### config.mk
export PLATFORM = sky130hd
export DESIGN_NAME = trial_division_prime_test_unit
export DESIGN_NICKNAME = d
export VERILOG_FILES = /design/src/rtl/tdpt_pkg.sv /design/src/rtl/trial_division_prime_test_unit.sv
export VERILOG_INCLUDE_DIRS = /design/src /design/src/rtl
export SDC_FILE = /design/constraint.sdc
export NUM_CORES = 1
export LEC_CHECK = 0
export BUFFER_PORTS_ARGS = -buffer_cell sky130_fd_sc_hd__buf_2
export CORE_AREA = 5 5 152 154
export CTS_BUF_LIST = sky130_fd_sc_hd__clkbuf_8 sky130_fd_sc_hd__clkbuf_16
export DETAILED_ROUTE_END_ITERATION = 8
export DIE_AREA = 0 0 157 159
export GPL_TIMING_DRIVEN = 0
export HOLD_SLACK_MARGIN = 0.15
export PLACE_DENSITY = 0.71
export SLEW_MARGIN = 10
export SYNTH_ARGS = -nofsm -noshare
export SYNTH_HDL_FRONTEND = slang
export SYNTH_SLANG_ARGS = --single-unit
### constraint.sdc
create_clock -name clk -period 11.1 [get_ports clk]
set_clock_uncertainty 0.15 [all_clocks]
set_input_delay 1.665 -clock clk [delete_from_list [all_inputs] [get_ports clk]]
set_output_delay 1.665 -clock clk [all_outputs]
set_load 0.02 [all_outputs]
### src/rtl/assert_macros.svh
// Assertion helpers shared by the RTL files.
`ifndef ASSERT_MACROS_SVH
`define ASSERT_MACROS_SVH

// Checks a property at each rising clock edge outside reset.
`define ASSERT_CLKD(lbl, prop, msg) \
	lbl: assert property (@(posedge clk) disable iff (!arst_n) (prop)) else $error(msg);

// Checks that a condition never holds at a rising clock edge outside reset.
`define ASSERT_NEVER(lbl, cond, msg) \
	lbl: assert property (@(posedge clk) disable iff (!arst_n) !(cond)) else $error(msg);

`endif

### src/rtl/tdpt_pkg.sv
`default_nettype none

package tdpt_pkg;

	// The first odd trial divisor and its square.
	localparam int unsigned FIRST_DIVISOR = 3;
	localparam int unsigned FIRST_SQUARE  = 9;

	// The only even prime.
	localparam int unsigned EVEN_PRIME = 2;

endpackage

`default_nettype wire

### src/rtl/trial_division_prime_test_unit.sv
// Channel   | Signals                  | Handshake
// ----------+--------------------------+------------------------------------------
// command   | start, candidate         | accepted when start is high, busy low
// result    | done, is_prime           | done high for one cycle, no back-pressure
//
// One transaction runs at a time. The candidate is classified first; every odd
// trial divisor then costs one bound check against the running square and
// one bit-serial remainder step per bit.
// Reset clears the controller and the result strobe; done cannot be stalled.
`default_nettype none

`include "assert_macros.svh"

module trial_division_prime_test_unit #(
	parameter int unsigned VALUE_WIDTH = 32
) (
	input  wire logic                          clk,
	input  wire logic                          arst_n,
	input  wire logic                          start,
	input  wire logic signed [VALUE_WIDTH-1:0] candidate,
	output logic                               busy,
	output logic                               done,
	output logic                               is_prime
);

	import tdpt_pkg::*;

	localparam int unsigned W  = VALUE_WIDTH;
	localparam int unsigned CW = (W > 1) ? $clog2(W) : 1;

	typedef enum logic [1:0] {
		ST_IDLE,
		ST_CLASSIFY,
		ST_CHECK,
		ST_DIVIDE
	} state_t;

	state_t          state_q;
	logic [W-1:0]    value_q;
	logic [W-1:0]    shift_q;
	logic [W-1:0]    divisor_q;
	logic [W-1:0]    square_q;
	logic [W-1:0]    rem_q;
	logic [CW-1:0]   bit_cnt_q;
	logic            done_q;
	logic            prime_q;

	logic [W:0]      rem_shift;
	logic [W:0]      rem_diff;
	logic            rem_ge;
	logic [W-1:0]    rem_next;
	logic [W-1:0]    square_next;

	// Restoring remainder step: bring in the next bit of the value, subtract
	// the divisor when it fits.
	assign rem_shift   = {rem_q, shift_q[W-1]};
	assign rem_ge      = rem_shift >= {1'b0, divisor_q};
	assign rem_diff    = rem_shift - {1'b0, divisor_q};
	assign rem_next    = rem_ge ? rem_diff[W-1:0] : rem_shift[W-1:0];

	// Square of the next odd divisor: (d + 2)^2 = d^2 + 4d + 4.
	assign square_next = square_q + {divisor_q[W-3:0], 2'b00} + W'(4);

	// Controller, trial state and registered result.
	always_ff @(posedge clk or negedge arst_n) begin
		if (!arst_n) begin
			state_q   <= ST_IDLE;
			done_q    <= 1'b0;
			prime_q   <= 1'b0;
			bit_cnt_q <= '0;
		end else begin
			done_q <= 1'b0;
			case (state_q)
				ST_IDLE: begin
					if (start) begin
						value_q <= candidate;
						state_q <= ST_CLASSIFY;
					end
				end
				ST_CLASSIFY: begin
					if (value_q[W-1] || value_q < W'(EVEN_PRIME)) begin
						prime_q <= 1'b0;
						done_q  <= 1'b1;
						state_q <= ST_IDLE;
					end else if (value_q == W'(EVEN_PRIME)) begin
						prime_q <= 1'b1;
						done_q  <= 1'b1;
						state_q <= ST_IDLE;
					end else if (!value_q[0]) begin
						prime_q <= 1'b0;
						done_q  <= 1'b1;
						state_q <= ST_IDLE;
					end else begin
						divisor_q <= W'(FIRST_DIVISOR);
						square_q  <= W'(FIRST_SQUARE);
						state_q   <= ST_CHECK;
					end
				end
				ST_CHECK: begin
					if (square_q > value_q) begin
						prime_q <= 1'b1;
						done_q  <= 1'b1;
						state_q <= ST_IDLE;
					end else begin
						shift_q   <= value_q;
						rem_q     <= '0;
						bit_cnt_q <= '0;
						state_q   <= ST_DIVIDE;
					end
				end
				ST_DIVIDE: begin
					rem_q     <= rem_next;
					shift_q   <= {shift_q[W-2:0], 1'b0};
					bit_cnt_q <= bit_cnt_q + CW'(1);
					if (bit_cnt_q == CW'(W - 1)) begin
						if (rem_next == '0) begin
							prime_q <= 1'b0;
							done_q  <= 1'b1;
							state_q <= ST_IDLE;
						end else begin
							divisor_q <= divisor_q + W'(2);
							square_q  <= square_next;
							state_q   <= ST_CHECK;
						end
					end
				end
				default: begin
					state_q <= ST_IDLE;
				end
			endcase
		end
	end

	assign busy     = (state_q != ST_IDLE);
	assign done     = done_q;
	assign is_prime = prime_q;

	// An accepted transaction always makes the unit busy in the next cycle.
	`ASSERT_CLKD(a_accept_busy, (start && !busy) |=> busy, "accepted transaction did not start")
	// A result is only delivered at the end of a transaction.
	`ASSERT_CLKD(a_done_after_busy, done |-> (!busy && $past(busy)), "result without transaction")
	// The partial remainder stays below the divisor during a trial.
	`ASSERT_CLKD(a_rem_bound, (state_q == ST_DIVIDE) |-> (rem_q < divisor_q), "remainder overflow")
	// Trial divisors are odd and at least three.
	`ASSERT_NEVER(a_divisor_odd, (state_q == ST_DIVIDE) && !divisor_q[0], "even trial divisor")

endmodule

`default_nettype wire
==> metrics.txt <==
run status=finished clean; post-synthesis share of cell area spent on full adders, half adders and majority gates=0.130; Mapped Nets=1,387; top cells by instance count after synthesis=156 x edfxtp_1, 125 x nor2_1, 121 x nand2_1; kind of path behind the tightest hold check=reg2reg; combinational family with the most area after synthesis=compound AO/OA/AOI/OAI gates; initial antenna violation count=1; via total after detailed routing=a little under 10,000; leakage power=about 0.0054 µW; root buffer selected by CTS=clkbuf_16; crit path kind=reg2reg; via count of the first global-routing pass=between 9,000 and 10,000; GRT overflow=0; largest net degree at the start of global routing=33; CTS-repair resized insts=0; Clock Path Buffers=2; slew at the pin closest to its max-slew limit=roughly 1.1 ns; critical path required time=~11 ns; Yosys warnings=0; first drt pass iteration count=6; I/O pins=38; Peak VDD IR=just under 0.0001 V; Via-to-Cell Ratio=about 6.2; fraction of the mapped netlist area in compound gates=0.177; setup repair after global routing missed its margin=no; placed wire-length estimate=24,000 µm; number of buffers inserted to repair setup after CTS=0; Seq/Total Area, Yosys=0.419; Final setup violation count=0; number of nets with antenna violations after detailed routing=0; top achievable clock speed=a little over 0.2 GHz; count of input and output buffers=37; count of unique library cells instantiated by Yosys=80; area used by multi-input combinational logic=0.00633 mm²; post-synthesis sequential element count=about 170; most instantiated flip-flop cell in the synthesis netlist=edfxtp_1; fin cells=1,586; # nets final=approximately 1,400; Synth area leader=edfxtp_1; asr flop ratio synth=0.0545; mean area per synthesized cell=around 9.5 µm²; element type at the critical path end=register; share of final-layout standard cells stronger than drive strength 1=0.0775; CTS buffer count=17; post-layout power=around 3000 µW; placed instance count=about 1,600; wire length of the first global-routing pass=slightly below 50,000 µm; Synth area leaders=edfxtp_1 40%, ha_1 13%, nor2_1 4.0%, nand2_1 3.9%, o21ai_0 3.5%; hold-fix buffer count after cts=0; DRC violation count after routing=0; max-capacitance violation count=0; Reg area=0.00491 mm²; Horiz. Die Dim=roughly 160 µm; wire length per cell after detailed routing=19.6 µm; number of sinks handled by clock tree synthesis=165; final critical delay including setup and external delays=just under 5 ns; Slew Limit Headroom=0.296; Worst Path Arrival=just under 5 ns; number of fillers in the final layout=between 1,500 and 2,000; latest clock arrival within the worst-skew pair=0.44 ns; combined global-route utilization of all metal layers=0.249; count leader, synth=edfxtp_1; Post-Synth Simple-Gate Area=0.175; xor and xnor fraction of the mapped netlist area=0.0486; number of levels in the clock H-tree=4; mux cell area share after synthesis=0.00694; TritonCTS clock tree=built; initial core utilization=0.544; number of endpoints with negative hold slack in the final report=0; count of flip-flops with a built-in enable after synthesis=156; DIE AREA=between 0.02 and 0.025 mm²; biggest fanout along the worst timing path=24; area of the mapped netlist=roughly 0.012 mm²; Routability Congestion=roughly 0.95; instance count of the mapped netlist=approximately 1,200; accumulated negative setup slack=0 ns; height of the die=between 150 and 200 µm; initial DRC count=slightly below 900; Final Max Slew Viols=0; kind of start point of the critical path=register; total power per unit cell area=approximately 230 mW/mm²; clock transition at the registers of the reported paths=roughly 0.07 ns; share of the clock period used by the worst path=0.438; Std-Cell Rows=54; growth of design area from synthesis to finish=10.7%; area of the core region=about 0.022 mm²; top-area cell type share of the netlist area=0.400; Detailed Route WL=31,100 µm; utilization of the core after routing=0.602
through the flow:
step	hold WS [ns]	cell area [µm²]	setup slack [ns]
6_report	0.370	13000	6.24
5_1_grt	0.384	13000	5.96
4_1_cts	0.367	13000	6.28
3_5_place_dp	0.351	12400	6.29
3_3_place_gp	0.342	12300	2.75
2_1_floorplan	0.322	11700	4.86
flip-flops by register name (all words and copies together), names as in the netlist:
register	count
bit_cnt_q	5
divisor_q	31
done	1
is_prime	1
rem_q	32
shift_q	32
square_q	29
state_q	2
value_q	32
layer usage:
metal / routed length [µm] / global-route usage
met1: 14300 / 0.368
met3: 2120 / 0.0465
met5: 13 / 0
met4: 476 / 0.0544
met2: 14200 / 0.382
worst max-delay path, stage by stage, from the launching register on:
cell and delay [ns]:
edfxtp_1 0.52, inv_1 0.11, ha_1 0.35, a211oi_1 0.60, o21ai_1 0.34, a211o_1 0.40, a221oi_1 0.31, nand2_1 0.15
nor4_2 0.29, a31oi_1 0.19, nor4b_4 0.53, o22ai_4 0.36, buf_16 0.28
final cells by class:
type / count / share of cell area
plain buffers: 47 / 0.0156
diodes: 2 / 0.000386
flip-flops and latches: 165 / 0.378
clock buffers: 17 / 0.0328
well taps: 280 / 0.0270
inverters: 83 / 0.0240
multi-input cells: 936 / 0.488
repair buffers: 41 / 0.0216
clock inverters: 15 / 0.0128
worst paths after layout:
check	from	slack [ns]	endpoint	cells past startpoint
max in group asynchronous	arst_n	9.66	done	1
worst min-delay path	bit_cnt_q[4]	0.37	bit_cnt_q[4]	1
worst max register to register	divisor_q[1]	6.24	divisor_q[19]	12
worst min register to register	bit_cnt_q[4]	0.37	bit_cnt_q[4]	1
worst max-delay path	divisor_q[1]	6.24	divisor_q[19]	12
min in group asynchronous	arst_n	0.94	bit_cnt_q[3]	1
logic make-up after synthesis:
family,after synthesis
AOI/OAI and AO/OA,318
muxes,8
DFF,165
xor gates and xnor gates,65
and+or+nand+nor,424
adders and majority gates,121
buffers and inverters,130
cells in the final DEF, fill, tap and decap left out, types with 6 or more instances in the layout:
cell type / Yosys / final
and2_1: 17 / 17
nand3_1: 19 / 19
and3_1: 17 / 17
ha_1: 119 / 119
a211oi_1: 10 / 10
clkbuf_16: 0 / 17
o21ai_0: 81 / 81
inv_1: 83 / 83
xor2_1: 21 / 21
nor4_1: 25 / 25
edfxtp_1: 156 / 156
xnor2_1: 44 / 44
nand4_1: 29 / 29
a221oi_1: 7 / 7
nor2b_1: 6 / 6
mux2i_1: 7 / 7
clkbuf_1: 39 / 39
a211o_1: 6 / 6
or3_1: 9 / 9
dfrtp_1: 9 / 9
a21o_1: 35 / 35
a311oi_1: 7 / 7
nor2_1: 125 / 123
nand2_1: 121 / 121
o21a_1: 17 / 17
a21oi_1: 74 / 74
buf_2: 2 / 39
a31oi_1: 13 / 13
o211ai_1: 16 / 16
nand2b_1: 6 / 6
nor3_1: 22 / 22
power by group:
group / internal [µW] / switching [µW]
Clock: 337 / 266
Sequential: 887 / 98.7
Combinational: 515 / 895
Total: 1740 / 1260
No activity file was read; power rests on OpenSTA's default activity.
